`config.mk`:
```
export PLATFORM = sky130hd
export DESIGN_NAME = wlan_frame_type_statistics
export DESIGN_NICKNAME = d
export VERILOG_FILES = /design/src/rtl/fts_pkg.sv /design/src/rtl/fts_ram.sv /design/src/rtl/fts_divider.sv /design/src/rtl/fts_ring.sv /design/src/rtl/wlan_frame_type_statistics.sv
export SDC_FILE = /design/constraint.sdc
export NUM_CORES = 2
export LEC_CHECK = 0
export ABC_CLOCK_PERIOD_IN_PS = 8300
export BUFFER_PORTS_ARGS = -buffer_cell sky130_fd_sc_hd__buf_4
export CAP_MARGIN = 5
export CORE_MARGIN = 3
export CORE_UTILIZATION = 30
export CTS_BUF_LIST = sky130_fd_sc_hd__clkbuf_8
export DETAILED_ROUTE_END_ITERATION = 6
export SYNTH_ARGS = -nofsm -noshare
export SYNTH_HDL_FRONTEND = slang
export SYNTH_HIERARCHICAL = 1
export SYNTH_SLANG_ARGS = --single-unit
```
`constraint.sdc`:
```
create_clock -name clk_i -period 8.3 [get_ports clk_i]
set_input_delay 1.66 -clock clk_i [delete_from_list [all_inputs] [get_ports clk_i]]
set_output_delay 1.66 -clock clk_i [all_outputs]
set_load 0.005 [all_outputs]
```
`src/rtl/fts_pkg.sv`:
```
// shared types and constants for the frame type statistics block
package fts_pkg;

  localparam int unsigned COUNT_W    = 32;
  localparam int unsigned PERIOD_W   = 16;
  localparam int unsigned HIST_W     = 16;
  localparam int unsigned LEN_W      = 12;
  localparam int unsigned RATE_SCALE = 1000;
  localparam int unsigned SCALE_W    = 10;
  localparam int unsigned DIVIDEND_W = COUNT_W + SCALE_W;

  localparam logic [PERIOD_W-1:0] PERIOD_RESET  = 16'd1000;
  localparam logic [HIST_W-1:0]   PEAK_FLOOR    = 16'd1;
  localparam logic [LEN_W-1:0]    MIN_FRAME_LEN = 12'd2;

  typedef enum logic [1:0] {
    OP_FRAME = 2'd0,
    OP_TICK  = 2'd1,
    OP_START = 2'd2,
    OP_STOP  = 2'd3
  } op_e;

  // frame control type field, bits 3:2
  localparam logic [1:0] FTYPE_MGMT = 2'd0;
  localparam logic [1:0] FTYPE_DATA = 2'd2;

  // management subtypes, bits 7:4
  localparam logic [3:0] SUB_PROBE_REQ  = 4'h4;
  localparam logic [3:0] SUB_PROBE_RESP = 4'h5;
  localparam logic [3:0] SUB_BEACON     = 4'h8;
  localparam logic [3:0] SUB_DISASSOC   = 4'hA;
  localparam logic [3:0] SUB_DEAUTH     = 4'hC;

  typedef struct packed {
    logic              clear;
    logic              push;
    logic [HIST_W-1:0] total;
  } ring_cmd_t;

  typedef struct packed {
    logic              done;
    logic [HIST_W-1:0] peak;
  } ring_stat_t;

endpackage

```
`src/rtl/fts_ram.sv`:
```
// generic simple dual-port ram with registered read
module fts_ram #(
  parameter int unsigned WIDTH = 16,
  parameter int unsigned DEPTH = 128,
  localparam int unsigned AW = (DEPTH > 1) ? $clog2(DEPTH) : 1
) (
  input  logic             clk_i,
  input  logic             we_i,
  input  logic [AW-1:0]    waddr_i,
  input  logic [WIDTH-1:0] wdata_i,
  input  logic             re_i,
  input  logic [AW-1:0]    raddr_i,
  output logic [WIDTH-1:0] rdata_o
);

  logic [WIDTH-1:0] mem_q [DEPTH];
  logic [WIDTH-1:0] rdata_q;

  always_ff @(posedge clk_i) begin
    if (we_i) begin
      mem_q[waddr_i] <= wdata_i;
    end
    if (re_i) begin
      rdata_q <= mem_q[raddr_i];
    end
  end

  assign rdata_o = rdata_q;

endmodule

```
`src/rtl/fts_divider.sv`:
```
// iterative restoring divider for count * 1000 / period, saturated to 32 bits
module fts_divider import fts_pkg::*; (
  input  logic                clk_i,
  input  logic                rst_ni,
  input  logic                start_i,
  input  logic [COUNT_W-1:0]  count_i,
  input  logic [PERIOD_W-1:0] period_i,
  output logic                done_o,
  output logic [COUNT_W-1:0]  quot_o
);

  localparam int unsigned STEP_W = $clog2(DIVIDEND_W + 1);

  logic                  busy_q, busy_d;
  logic                  done_q, done_d;
  logic [STEP_W-1:0]     step_q, step_d;
  logic [DIVIDEND_W-1:0] dvd_q, dvd_d;
  logic [PERIOD_W-1:0]   rem_q, rem_d;
  logic [PERIOD_W-1:0]   dsr_q, dsr_d;
  logic [PERIOD_W:0]     rem_sh;
  logic [PERIOD_W:0]     rem_sub;
  logic                  fits;

  assign rem_sh  = {rem_q, dvd_q[DIVIDEND_W-1]};
  assign rem_sub = rem_sh - {1'b0, dsr_q};
  assign fits    = rem_sh >= {1'b0, dsr_q};

  always_comb begin
    busy_d = busy_q;
    done_d = 1'b0;
    step_d = step_q;
    dvd_d  = dvd_q;
    rem_d  = rem_q;
    dsr_d  = dsr_q;
    if (start_i) begin
      // product is at most 42 bits, registered before the first step
      dvd_d  = DIVIDEND_W'(count_i) * DIVIDEND_W'(RATE_SCALE);
      rem_d  = '0;
      dsr_d  = period_i;
      step_d = '0;
      busy_d = 1'b1;
    end else if (busy_q) begin
      // quotient bits shift in at the bottom as dividend bits leave the top
      dvd_d  = {dvd_q[DIVIDEND_W-2:0], fits};
      rem_d  = fits ? rem_sub[PERIOD_W-1:0] : rem_sh[PERIOD_W-1:0];
      step_d = step_q + STEP_W'(1);
      if (step_q == STEP_W'(DIVIDEND_W - 1)) begin
        busy_d = 1'b0;
        done_d = 1'b1;
      end
    end
  end

  always_ff @(posedge clk_i or negedge rst_ni) begin
    if (!rst_ni) begin
      busy_q <= 1'b0;
      done_q <= 1'b0;
      step_q <= '0;
    end else begin
      busy_q <= busy_d;
      done_q <= done_d;
      step_q <= step_d;
    end
  end

  always_ff @(posedge clk_i) begin
    dvd_q <= dvd_d;
    rem_q <= rem_d;
    dsr_q <= dsr_d;
  end

  assign done_o = done_q;
  assign quot_o = (|dvd_q[DIVIDEND_W-1:COUNT_W]) ? '1 : dvd_q[COUNT_W-1:0];

endmodule

```
`src/rtl/fts_ring.sv`:
```
// history ring of window totals with a peak rescan over the filled entries
module fts_ring import fts_pkg::*; #(
  parameter int unsigned DEPTH = 128
) (
  input  logic       clk_i,
  input  logic       rst_ni,
  input  ring_cmd_t  cmd_i,
  output ring_stat_t stat_o
);

  localparam int unsigned AW = $clog2(DEPTH);
  localparam int unsigned FW = $clog2(DEPTH + 1);

  logic [AW-1:0]     idx_q, idx_d;
  logic [FW-1:0]     fill_q, fill_d;
  logic [FW-1:0]     scan_q, scan_d;
  logic              scanning_q, scanning_d;
  logic              rd_pend_q, rd_pend_d;
  logic              done_q, done_d;
  logic [HIST_W-1:0] peak_q, peak_d;
  logic              rd_issue;
  logic [HIST_W-1:0] rdata;

  // entries at or beyond the fill count were never written since start and are not read
  assign rd_issue = scanning_q && (scan_q < fill_q);

  fts_ram #(
    .WIDTH (HIST_W),
    .DEPTH (DEPTH)
  ) u_ram (
    .clk_i   (clk_i),
    .we_i    (cmd_i.push),
    .waddr_i (idx_q),
    .wdata_i (cmd_i.total),
    .re_i    (rd_issue),
    .raddr_i (scan_q[AW-1:0]),
    .rdata_o (rdata)
  );

  always_comb begin
    idx_d      = idx_q;
    fill_d     = fill_q;
    scan_d     = scan_q;
    scanning_d = scanning_q;
    rd_pend_d  = 1'b0;
    done_d     = 1'b0;
    peak_d     = peak_q;
    if (cmd_i.clear) begin
      idx_d      = '0;
      fill_d     = '0;
      scanning_d = 1'b0;
      peak_d     = PEAK_FLOOR;
    end else if (cmd_i.push) begin
      idx_d      = (idx_q == AW'(DEPTH - 1)) ? '0 : idx_q + AW'(1);
      fill_d     = (fill_q == FW'(DEPTH)) ? fill_q : fill_q + FW'(1);
      scan_d     = '0;
      scanning_d = 1'b1;
      peak_d     = PEAK_FLOOR;
    end else if (scanning_q) begin
      rd_pend_d = rd_issue;
      if (rd_issue) begin
        scan_d = scan_q + FW'(1);
      end
      if (rd_pend_q && (rdata > peak_q)) begin
        peak_d = rdata;
      end
      if (!rd_issue && !rd_pend_q) begin
        scanning_d = 1'b0;
        done_d     = 1'b1;
      end
    end
  end

  always_ff @(posedge clk_i or negedge rst_ni) begin
    if (!rst_ni) begin
      idx_q      <= '0;
      fill_q     <= '0;
      scan_q     <= '0;
      scanning_q <= 1'b0;
      rd_pend_q  <= 1'b0;
      done_q     <= 1'b0;
      peak_q     <= PEAK_FLOOR;
    end else begin
      idx_q      <= idx_d;
      fill_q     <= fill_d;
      scan_q     <= scan_d;
      scanning_q <= scanning_d;
      rd_pend_q  <= rd_pend_d;
      done_q     <= done_d;
      peak_q     <= peak_d;
    end
  end

  assign stat_o.done = done_q;
  assign stat_o.peak = peak_q;

`ifndef SYNTHESIS
  a_push_not_scanning: assert property (@(posedge clk_i) disable iff (!rst_ni)
    cmd_i.push |-> !scanning_q)
    else $error("ring push while a rescan is running");

  a_fill_bounded: assert property (@(posedge clk_i) disable iff (!rst_ni)
    fill_q <= FW'(DEPTH))
    else $error("ring fill count beyond depth");

  a_done_after_scan: assert property (@(posedge clk_i) disable iff (!rst_ni)
    done_q |-> ($past(scanning_q) && !scanning_q && peak_q != '0))
    else $error("ring done without a finished rescan");
`endif

endmodule

```
`src/rtl/wlan_frame_type_statistics.sv`:
```
// frame type statistics: window counters, rate division, history ring and result register
// frame, start and stop items never hold off input and may follow back to back.
// a tick that closes a window holds off input until the result of that window is loaded,
//   set by the shared serial divider (42 steps per rate, four rates) and the ring rescan.
// the result appears once the rates and the rescan are done; a waiting result only stalls the next close.
// reset is asynchronous and takes effect at once; the ring uses a fill count, no clearing pass.
module wlan_frame_type_statistics import fts_pkg::*; #(
  parameter int unsigned HISTORY_DEPTH = 128
) (
  input  logic                clk_i,
  input  logic                rst_ni,
  input  logic                cfg_valid_i,
  output logic                cfg_ready_o,
  input  logic [PERIOD_W-1:0] cfg_sample_period_ms_i,
  input  logic                in_valid_i,
  output logic                in_ready_o,
  input  logic [1:0]          operation_i,
  input  logic [7:0]          frame_control_byte_i,
  input  logic [LEN_W-1:0]    frame_length_i,
  output logic                out_valid_o,
  input  logic                out_ready_i,
  output logic [COUNT_W-1:0]  rate_total_o,
  output logic [COUNT_W-1:0]  rate_beacon_o,
  output logic [COUNT_W-1:0]  rate_data_o,
  output logic [COUNT_W-1:0]  rate_deauth_o,
  output logic [COUNT_W-1:0]  window_probe_o,
  output logic [COUNT_W-1:0]  window_mgmt_o,
  output logic [HIST_W-1:0]   history_max_o,
  output logic [COUNT_W-1:0]  all_time_total_o,
  output logic [COUNT_W-1:0]  all_time_deauth_o
);

  localparam logic [1:0] S_IDLE = 2'd0;
  localparam logic [1:0] S_DIV  = 2'd1;
  localparam logic [1:0] S_JOIN = 2'd2;

  localparam logic [1:0] LANE_TOTAL  = 2'd0;
  localparam logic [1:0] LANE_BEACON = 2'd1;
  localparam logic [1:0] LANE_DATA   = 2'd2;
  localparam logic [1:0] LANE_DEAUTH = 2'd3;

  logic [1:0]          state_q, state_d;
  logic [PERIOD_W-1:0] period_q, period_d;
  logic                running_q, running_d;
  logic [PERIOD_W-1:0] elapsed_q, elapsed_d;
  logic [COUNT_W-1:0]  cnt_total_q, cnt_total_d;
  logic [COUNT_W-1:0]  cnt_beacon_q, cnt_beacon_d;
  logic [COUNT_W-1:0]  cnt_data_q, cnt_data_d;
  logic [COUNT_W-1:0]  cnt_deauth_q, cnt_deauth_d;
  logic [COUNT_W-1:0]  cnt_probe_q, cnt_probe_d;
  logic [COUNT_W-1:0]  cnt_mgmt_q, cnt_mgmt_d;
  logic [COUNT_W-1:0]  sum_total_q, sum_total_d;
  logic [COUNT_W-1:0]  sum_deauth_q, sum_deauth_d;
  logic [1:0]          lane_q, lane_d;
  logic                ring_done_q, ring_done_d;
  logic [COUNT_W-1:0]  rate_q [4];
  logic [COUNT_W-1:0]  rate_d [4];
  logic                out_valid_q, out_valid_d;

  logic [COUNT_W-1:0]  o_rate_total_q, o_rate_beacon_q, o_rate_data_q, o_rate_deauth_q;
  logic [COUNT_W-1:0]  o_probe_q, o_mgmt_q, o_sum_total_q, o_sum_deauth_q;
  logic [HIST_W-1:0]   o_peak_q;
  logic                load_out;

  logic                in_fire;
  op_e                 op;
  logic [1:0]          ftype;
  logic [3:0]          fsub;
  logic [PERIOD_W-1:0] period_eff;
  logic [PERIOD_W-1:0] elapsed_inc;
  logic                close_now;
  logic                out_free;
  logic [1:0]          start_lane;
  logic                div_start;
  logic [COUNT_W-1:0]  div_count;
  logic                div_done;
  logic [COUNT_W-1:0]  div_quot;
  ring_cmd_t           ring_cmd;
  ring_stat_t          ring_stat;

  assign cfg_ready_o = 1'b1;
  assign in_ready_o  = (state_q == S_IDLE);
  assign in_fire     = in_valid_i && in_ready_o;
  assign op          = op_e'(operation_i);
  assign ftype       = frame_control_byte_i[3:2];
  assign fsub        = frame_control_byte_i[7:4];
  assign period_eff  = (period_q == '0) ? PERIOD_W'(1) : period_q;
  // window timer saturates at its top value
  assign elapsed_inc = (&elapsed_q) ? elapsed_q : elapsed_q + PERIOD_W'(1);
  assign close_now   = in_fire && (op == OP_TICK) && running_q && (elapsed_inc >= period_eff);
  assign out_free    = !out_valid_q || out_ready_i;
  assign start_lane  = (state_q == S_IDLE) ? LANE_TOTAL : lane_q + 2'd1;

  always_comb begin
    case (start_lane)
      LANE_TOTAL:  div_count = cnt_total_q;
      LANE_BEACON: div_count = cnt_beacon_q;
      LANE_DATA:   div_count = cnt_data_q;
      default:     div_count = cnt_deauth_q;
    endcase
  end

  fts_divider u_divider (
    .clk_i    (clk_i),
    .rst_ni   (rst_ni),
    .start_i  (div_start),
    .count_i  (div_count),
    .period_i (period_eff),
    .done_o   (div_done),
    .quot_o   (div_quot)
  );

  fts_ring #(
    .DEPTH (HISTORY_DEPTH)
  ) u_ring (
    .clk_i  (clk_i),
    .rst_ni (rst_ni),
    .cmd_i  (ring_cmd),
    .stat_o (ring_stat)
  );

  always_comb begin
    state_d      = state_q;
    period_d     = period_q;
    running_d    = running_q;
    elapsed_d    = elapsed_q;
    cnt_total_d  = cnt_total_q;
    cnt_beacon_d = cnt_beacon_q;
    cnt_data_d   = cnt_data_q;
    cnt_deauth_d = cnt_deauth_q;
    cnt_probe_d  = cnt_probe_q;
    cnt_mgmt_d   = cnt_mgmt_q;
    sum_total_d  = sum_total_q;
    sum_deauth_d = sum_deauth_q;
    lane_d       = lane_q;
    ring_done_d  = ring_done_q || ring_stat.done;
    rate_d       = rate_q;
    out_valid_d  = out_valid_q && !out_ready_i;
    load_out     = 1'b0;
    div_start    = 1'b0;
    ring_cmd       = '0;
    ring_cmd.total = cnt_total_q[HIST_W-1:0];

    if (cfg_valid_i && cfg_ready_o) begin
      period_d = cfg_sample_period_ms_i;
    end

    unique case (state_q)
      S_IDLE: begin
        if (in_fire) begin
          unique case (op)
            OP_FRAME: begin
              if (running_q && (frame_length_i >= MIN_FRAME_LEN)) begin
                cnt_total_d = cnt_total_q + COUNT_W'(1);
                if (ftype == FTYPE_MGMT) begin
                  cnt_mgmt_d = cnt_mgmt_q + COUNT_W'(1);
                  if (fsub == SUB_BEACON) begin
                    cnt_beacon_d = cnt_beacon_q + COUNT_W'(1);
                  end else if ((fsub == SUB_PROBE_REQ) || (fsub == SUB_PROBE_RESP)) begin
                    cnt_probe_d = cnt_probe_q + COUNT_W'(1);
                  end else if ((fsub == SUB_DEAUTH) || (fsub == SUB_DISASSOC)) begin
                    cnt_deauth_d = cnt_deauth_q + COUNT_W'(1);
                  end
                end else if (ftype == FTYPE_DATA) begin
                  cnt_data_d = cnt_data_q + COUNT_W'(1);
                end
              end
            end
            OP_TICK: begin
              if (running_q) begin
                if (close_now) begin
                  elapsed_d     = '0;
                  sum_total_d   = sum_total_q + cnt_total_q;
                  sum_deauth_d  = sum_deauth_q + cnt_deauth_q;
                  ring_cmd.push = 1'b1;
                  ring_done_d   = 1'b0;
                  lane_d        = LANE_TOTAL;
                  div_start     = 1'b1;
                  state_d       = S_DIV;
                end else begin
                  elapsed_d = elapsed_inc;
                end
              end
            end
            OP_START: begin
              cnt_total_d    = '0;
              cnt_beacon_d   = '0;
              cnt_data_d     = '0;
              cnt_deauth_d   = '0;
              cnt_probe_d    = '0;
              cnt_mgmt_d     = '0;
              sum_total_d    = '0;
              sum_deauth_d   = '0;
              elapsed_d      = '0;
              ring_cmd.clear = 1'b1;
              running_d      = 1'b1;
            end
            OP_STOP: begin
              running_d = 1'b0;
            end
            default: begin
              running_d = running_q;
            end
          endcase
        end
      end
      S_DIV: begin
        if (div_done) begin
          rate_d[lane_q] = div_quot;
          if (lane_q == LANE_DEAUTH) begin
            state_d = S_JOIN;
          end else begin
            lane_d    = lane_q + 2'd1;
            div_start = 1'b1;
          end
        end
      end
      S_JOIN: begin
        // wait for the ring rescan and a free result register
        if (ring_done_q && out_free) begin
          load_out     = 1'b1;
          out_valid_d  = 1'b1;
          cnt_total_d  = '0;
          cnt_beacon_d = '0;
          cnt_data_d   = '0;
          cnt_deauth_d = '0;
          cnt_probe_d  = '0;
          cnt_mgmt_d   = '0;
          state_d      = S_IDLE;
        end
      end
      default: begin
        state_d = S_IDLE;
      end
    endcase
  end

  always_ff @(posedge clk_i or negedge rst_ni) begin
    if (!rst_ni) begin
      state_q      <= S_IDLE;
      period_q     <= PERIOD_RESET;
      running_q    <= 1'b0;
      elapsed_q    <= '0;
      cnt_total_q  <= '0;
      cnt_beacon_q <= '0;
      cnt_data_q   <= '0;
      cnt_deauth_q <= '0;
      cnt_probe_q  <= '0;
      cnt_mgmt_q   <= '0;
      sum_total_q  <= '0;
      sum_deauth_q <= '0;
      lane_q       <= LANE_TOTAL;
      ring_done_q  <= 1'b0;
      out_valid_q  <= 1'b0;
    end else begin
      state_q      <= state_d;
      period_q     <= period_d;
      running_q    <= running_d;
      elapsed_q    <= elapsed_d;
      cnt_total_q  <= cnt_total_d;
      cnt_beacon_q <= cnt_beacon_d;
      cnt_data_q   <= cnt_data_d;
      cnt_deauth_q <= cnt_deauth_d;
      cnt_probe_q  <= cnt_probe_d;
      cnt_mgmt_q   <= cnt_mgmt_d;
      sum_total_q  <= sum_total_d;
      sum_deauth_q <= sum_deauth_d;
      lane_q       <= lane_d;
      ring_done_q  <= ring_done_d;
      out_valid_q  <= out_valid_d;
    end
  end

  always_ff @(posedge clk_i) begin
    rate_q <= rate_d;
    if (load_out) begin
      o_rate_total_q  <= rate_q[LANE_TOTAL];
      o_rate_beacon_q <= rate_q[LANE_BEACON];
      o_rate_data_q   <= rate_q[LANE_DATA];
      o_rate_deauth_q <= rate_q[LANE_DEAUTH];
      o_probe_q       <= cnt_probe_q;
      o_mgmt_q        <= cnt_mgmt_q;
      o_peak_q        <= ring_stat.peak;
      o_sum_total_q   <= sum_total_q;
      o_sum_deauth_q  <= sum_deauth_q;
    end
  end

  assign out_valid_o       = out_valid_q;
  assign rate_total_o      = o_rate_total_q;
  assign rate_beacon_o     = o_rate_beacon_q;
  assign rate_data_o       = o_rate_data_q;
  assign rate_deauth_o     = o_rate_deauth_q;
  assign window_probe_o    = o_probe_q;
  assign window_mgmt_o     = o_mgmt_q;
  assign history_max_o     = o_peak_q;
  assign all_time_total_o  = o_sum_total_q;
  assign all_time_deauth_o = o_sum_deauth_q;

`ifndef SYNTHESIS
  a_div_done_in_div: assert property (@(posedge clk_i) disable iff (!rst_ni)
    div_done |-> (state_q == S_DIV))
    else $error("divider finished outside the rate phase");

  a_ring_done_busy: assert property (@(posedge clk_i) disable iff (!rst_ni)
    ring_stat.done |-> (state_q != S_IDLE))
    else $error("ring rescan finished while no window close is pending");

  a_close_blocks_input: assert property (@(posedge clk_i) disable iff (!rst_ni)
    close_now |=> !in_ready_o)
    else $error("input still taken after a window close");

  a_peak_nonzero: assert property (@(posedge clk_i) disable iff (!rst_ni)
    out_valid_o |-> (history_max_o != '0))
    else $error("history maximum below one in a result");
`endif

endmodule
```
; Word-level counts from Yosys, hierarchy flattened
; Memories as Yosys holds them, arrays and structs flattened. A register that Yosys moved wholly into a read port is not among the register bits.
; Cells that the tools add are included.
[totals]
ff_bits = 819
ramBits = 2048
output_inout_bits = 275
n_memories = 1
[classes]
n_addsub = 15
multipliers = 1
order_cmp = 7
eq_ne = 38
n_mux = 126
bitwise_logic = 2
reduce_logical = 51
[memory_table]
columns = name, depth, word_bits, rd, rd_ports_with_merged_regs, write_ports, line
row1 = u_ring.u_ram.mem_q, 128, 16, 1, 1, 1, fts_ram.sv:16  ; logic [WIDTH-1:0] mem_q [DEPTH];
[op_table]
columns = operator, count
row1 = $mux W32, 31
row2 = $pmux W32 S2, 14
row3 = $add A32 B1 Y32 const B, 6
row4 = $mux W16, 9
row5 = $bwmux W128, 1
row6 = $pmux W32 S3, 1
row7 = $mux W42, 2
row8 = $add A32 B32 Y32, 2
row9 = $demux W32 S2, 1
row10 = $mux W8, 6
row11 = $mul A32 B7 Y39 const B, 1
row12 = $mux W1, 35
row13 = $mux W2, 16
row14 = $pmux W16 S2, 1
row15 = $reduce_and A7 Y1, 4
row16 = $ne A3 B3 Y1 const B, 9
row17 = $mux W7, 3
row18 = $ge A17 B16 Y1, 1
row19 = $add A16 B1 Y16 const B, 1
row20 = $add A8 B1 Y8 const B, 2
row21 = $ge A16 B16 Y1, 1
row22 = $gt A16 B16 Y1, 1
row23 = $logic_not A16 Y1, 1
row24 = $reduce_and A16 Y1, 1
row25 = 38 further kinds, 90

; Depth between registers and ports, before layout
[depth]
word_depth = 12
depth_mapped = 26
depth_no_buf = 22

; Hierarchy
; The synthesis kept the hierarchy.
[by_module_without_submodules]
columns = module, instances, cells_each, area_per_inst_um2
row1 = fts_ram, 1, 3086, 78705.5
row2 = wlan_frame_type_statistics, 1, 2668, 31194.9
row3 = fts_divider, 1, 1050, 9846.9
row4 = fts_ring, 1, 278, 2631.3

; Least setup slack after synthesis
; No wires, ideal clock.
[synth_path]
kind = input -> register
from = input port out_ready_i
to = register o_sum_deauth_q[0] (netlist: all_time_deauth_o[0]), enable pin
setup_ps = 670
arrival_ps = 8043
setup_slack_ps = -412
stages = 2
n_path_buf = 0
cell_sequence = nand2b_1 -> and3_1
[synth_via]
elab_chain_len = 4
[synth_rtl]
columns = element, line
row1 = start: declaration, wlan_frame_type_statistics.sv:21  ; input logic out_ready_i,
row2 = $logic_or A1 B1 Y1, wlan_frame_type_statistics.sv:91  ; assign out_free = !out_valid_q || out_ready_i;
row3 = $logic_and A1 B1 Y1, wlan_frame_type_statistics.sv:220  ; if (ring_done_q && out_free) begin
row4 = $mux W1, wlan_frame_type_statistics.sv:220
row5 = $mux W1, wlan_frame_type_statistics.sv:148  ; unique case (state_q)
row6 = net load_out, wlan_frame_type_statistics.sv:63  ; logic load_out;
row7 = end signal: assignment, wlan_frame_type_statistics.sv:285  ; o_sum_deauth_q <= sum_deauth_q;
row8 = end: declaration, wlan_frame_type_statistics.sv:61  ; logic [COUNT_W-1:0] o_probe_q, o_mgmt_q, o_sum_total_q, o_sum_deauth_q;
; The timed path passes the listed nets, and every way through them passes these cells.
; A chain may end at the register's enable or synchronous reset.

; Final worst setup path
[layout_path]
from = register lane_q[1]
to = register u_divider.dvd_q[35] (data pin)
[layout_via]
elab_chain_len = 6
word_cells_on_any_way = 12
[layout_rtl]
columns = element, line
row1 = start: declaration, wlan_frame_type_statistics.sv:54  ; logic [1:0] lane_q, lane_d;
row2 = start signal: assignment, wlan_frame_type_statistics.sv:268  ; lane_q <= lane_d;
row3 = $add A2 B1 Y2 *, wlan_frame_type_statistics.sv:92  ; assign start_lane = (state_q == S_IDLE) ? LANE_TOTAL : lane_q + 2'd1;
row4 = $mux W2 *, wlan_frame_type_statistics.sv:92
row5 = $eq A2 B2 Y1 (tied with other cells), wlan_frame_type_statistics.sv:95  ; case (start_lane)
row6 = $pmux W32 S3 *, wlan_frame_type_statistics.sv:95
row7 = net div_count[0], wlan_frame_type_statistics.sv:75  ; logic [COUNT_W-1:0] div_count;
row8 = $mul A32 B7 Y39 *, fts_divider.sv:37  ; dvd_d = DIVIDEND_W'(count_i) * DIVIDEND_W'(RATE_SCALE);
row9 = $mux W42 *, fts_divider.sv:35  ; if (start_i) begin
row10 = net u_divider.dvd_d[35], fts_divider.sv:17  ; logic [DIVIDEND_W-1:0] dvd_q, dvd_d;
row11 = end signal: assignment, fts_divider.sv:67  ; dvd_q <= dvd_d;
row12 = end: declaration, fts_divider.sv:17
; Mark *: on every way through the listed nets, which the timed path passes. The rest lies on a longest branch.

==> flow_summary.ini <==
[synthesis]
ys_seq_elements = 2883
syn_nets = 7465
post_synthesis_sequential_area_ratio = 0.692
synthCells = 7082
synth.area.top_cells = sky130_fd_sc_hd__edfxtp_1 62%, sky130_fd_sc_hd__mux4_2 12%, sky130_fd_sc_hd__dfrtp_1 6.9%
ys.warnings.count = 6
synth_area_per_cell_um2 = 17.3
synth.lib_cells_used.distinct = 104
synthArstFlopShare = 0.120
synth-edff-count = 2519
area_leader_netlist = sky130_fd_sc_hd__edfxtp_1
synth.top_cell.area_share = 0.618
netlist_area_um2 = 122000
top_flip_flop_cell_by_instance_count_after_synthesis = sky130_fd_sc_hd__edfxtp_1

[grt]
antenna_found_initial = 14
globalRouteOverflowTotal = 0
grt_first_pass_wirelength_um = 455000
grt_max_degree = 169
grt_pass1_vias = 68170
grt.total_usage = 0.145

[detailed_routing]
wl_per_cell_um = 22.8
drtPass1Iterations = 6
routed_wl_um = 308000
initialDrtViolationCount = 6108
remaining_drcs = 0
routed-via-count = 67207
detail-route-antenna-nets = 0
vias_per_cell = 4.98

[die]
floorplan.io_pins = 318
die-width_um = 645
placement_rows = 233
chipHeight_um = 645
floorplan.initialDensity = 0.303
die_area_um2 = 416000
fp.coreArea_um2 = 404000

[run_status]
outcome = finished, final reports clean

[timing]
relative_slew_slack = 0.126
finalMaxSlewViolations = 0
finalHoldViolCount = 0
period_minus_slack_ns = 7.26
postLayoutSetupSlackWorst_ns = 1.04
max_freq_mhz = 138
setup-tns-final_ns = 0
worstMarginPinSlew_ns = 1.31
timing.final.crit_share = 0.875
skew_ns = 0.0955
unrepaired_setup_endpoints_after_global_routing = no
report.final.setup_viol = 0

[clock_network]
cts.sink_count = 2883
cts_hold_buf = 0
clock_tree.htree_level_count = 5
clk_pin_slew_worst_paths_ns = 0.07
clock_latency_ns = 1.05
cts-resized-gates = 0
tritoncts = built
clock-root-buffer = sky130_fd_sc_hd__clkbuf_8
cts_setup_buffers = 0
tritoncts.num_buffers = 442
deepest_clock_path_buffer_count = 4

[pwr]
total_leakage_power_nw = 53.6
maximum_resistive_drop_on_vdd_v = 0.000135
power.density_cell_area_nw_per_um2 = 193

[min_path]
min-delay-start = rate_q[106]
min_path_type = flop to flop

[setup_path]
crit_start = lane_q[1]
path_class = flop to flop
worst-r2r-setup-slack_ns = 1.04
worst_setup_path_start_kind = flop
timing.critical_path.arrival_ns = 8.07
path_max_fanout = 72
required_ns = 9.10
regToRegStartpoint = lane_q[1]
critPathCaptureType = flop

[job]
timing.max_cap.violations = 0

[cells_and_area]
multi_input_area_um2 = 35400
layout_commonest_cell = sky130_fd_sc_hd__edfxtp_1
areaGrowthSynthToFinish_pct = 14.6
nFillCells = 37875
final_design_area_no_fill_um2 = 140000
layout-drive-gt1-share = 0.237
final-seq-area_um2 = 84700
mostFrequentLayoutCells = 2519 x sky130_fd_sc_hd__edfxtp_1, 672 x sky130_fd_sc_hd__mux4_2, 506 x sky130_fd_sc_hd__buf_4
layout.nets = 8108

[placed_design]
dpl.hpwl_um = 190000
globalplace.congestion = 0.836
port-buffer-count = 313
post_dp_cell_area_um2 = 132000
pre_cts_slack_ns = 1.10
cell type report:
cell class	instances	share of cell area
clock buffer	471	0.0462
timing repair buffer	518	0.0288
sequential	2883	0.604
antenna	5	0.0000892
inverter	284	0.00760
clock inverter	344	0.0125
tap	5405	0.0482
multi-input combinational	3596	0.253
power breakdown:
part	switching [W]	leakage, nW	internal [W]
sequential	0.0000411	32.7	0.0156
combinational	0.000190	16.2	0.0000834
clock	0.00548	4.75	0.00558
total	0.00571	53.6	0.0213
synth_stat cells (93+ instances only):
cell type,n
sky130_fd_sc_hd__a21oi_1,188
sky130_fd_sc_hd__clkbuf_1,208
sky130_fd_sc_hd__dfrtp_1,338
sky130_fd_sc_hd__edfxtp_1,2519
sky130_fd_sc_hd__fa_1,121
sky130_fd_sc_hd__ha_1,219
sky130_fd_sc_hd__inv_1,281
sky130_fd_sc_hd__mux4_2,672
sky130_fd_sc_hd__nand2_1,400
sky130_fd_sc_hd__nand3_1,133
sky130_fd_sc_hd__nand4_1,93
sky130_fd_sc_hd__nor2_1,460
sky130_fd_sc_hd__o21ai_0,273
sky130_fd_sc_hd__xor2_1,140
state kept, by name (all words and copies together) (netlist names), 32 cells and up:
register,cells
cnt_data_q,32
rate_beacon_o,32
cnt_total_q,32
window_mgmt_o,32
sum_total_q,32
all_time_total_o,32
rate_data_o,32
rate_q,128
rate_total_o,32
sum_deauth_q,32
cnt_deauth_q,32
window_probe_o,32
rate_deauth_o,32
u_divider/dvd_q,42
u_ring/u_ram/mem_q,2048
cnt_mgmt_q,32
cnt_beacon_q,32
all_time_deauth_o,32
cnt_probe_q,32
worst paths after layout:
kind                                  endpoint  cells past startpoint
max in group asynchronous     u_ring/scan_q[2]                      2
min                           rate_total_o[10]                      0
min reg2reg                   rate_total_o[10]                      0
max reg2reg                u_divider/dvd_q[35]                     20
max                        u_divider/dvd_q[35]                     20
min in group asynchronous     u_divider/busy_q                      1
cells by family after synthesis:
kind of cell	share of synthesized area
flip-flops	0.692
adder cells (fa/ha/maj)	0.0422
other	0.0000306
multiplexers	0.132
AND/OR/NAND/NOR	0.0545
XOR/XNOR	0.0163
AO/OA/AOI/OAI	0.0438
buffers and inverters	0.0198
per-layer routing:
layer	track usage	vias up	part of all wire
met3	0.0224	580	0.066
met2	0.241	2532	0.49
li1	-	29124	-
met5	0	-	0.000097
met1	0.193	34967	0.41
met4	0.0496	4	0.034
critical path: stages, from the launching register on:
cell and delay, ns:
sky130_fd_sc_hd__dfrtp_1 0.38, sky130_fd_sc_hd__inv_1 0.11, sky130_fd_sc_hd__ha_4 0.74, sky130_fd_sc_hd__buf_4 0.34, sky130_fd_sc_hd__mux2_2 0.18, sky130_fd_sc_hd__o22ai_1 0.06
sky130_fd_sc_hd__a21oi_1 0.67, sky130_fd_sc_hd__fa_1 0.57, sky130_fd_sc_hd__fa_1 0.53, sky130_fd_sc_hd__inv_1 0.06, sky130_fd_sc_hd__fa_1 0.47, sky130_fd_sc_hd__fa_1 0.51
sky130_fd_sc_hd__inv_1 0.05, sky130_fd_sc_hd__ha_1 0.36, sky130_fd_sc_hd__a21o_1 0.20, sky130_fd_sc_hd__a21oi_1 0.31, sky130_fd_sc_hd__a211oi_1 0.26, sky130_fd_sc_hd__o2111ai_1 0.38
sky130_fd_sc_hd__a21oi_1 0.16, sky130_fd_sc_hd__or4_1 0.44, sky130_fd_sc_hd__a32o_1 0.26
stage by stage:
stage	hold WS [ns]	util	std cells	power, W
detailed placement	0.405	0.327	12686	0.0162
CTS	0.384	0.347	13501	0.0273
floorplan	0.400	-	7082	0.0161
global route	0.409	0.347	13505	0.0280
finish	0.384	0.347	13506	0.0270
global placement	0.401	0.327	12686	0.0162
Power figures use the tool's default switching activity.
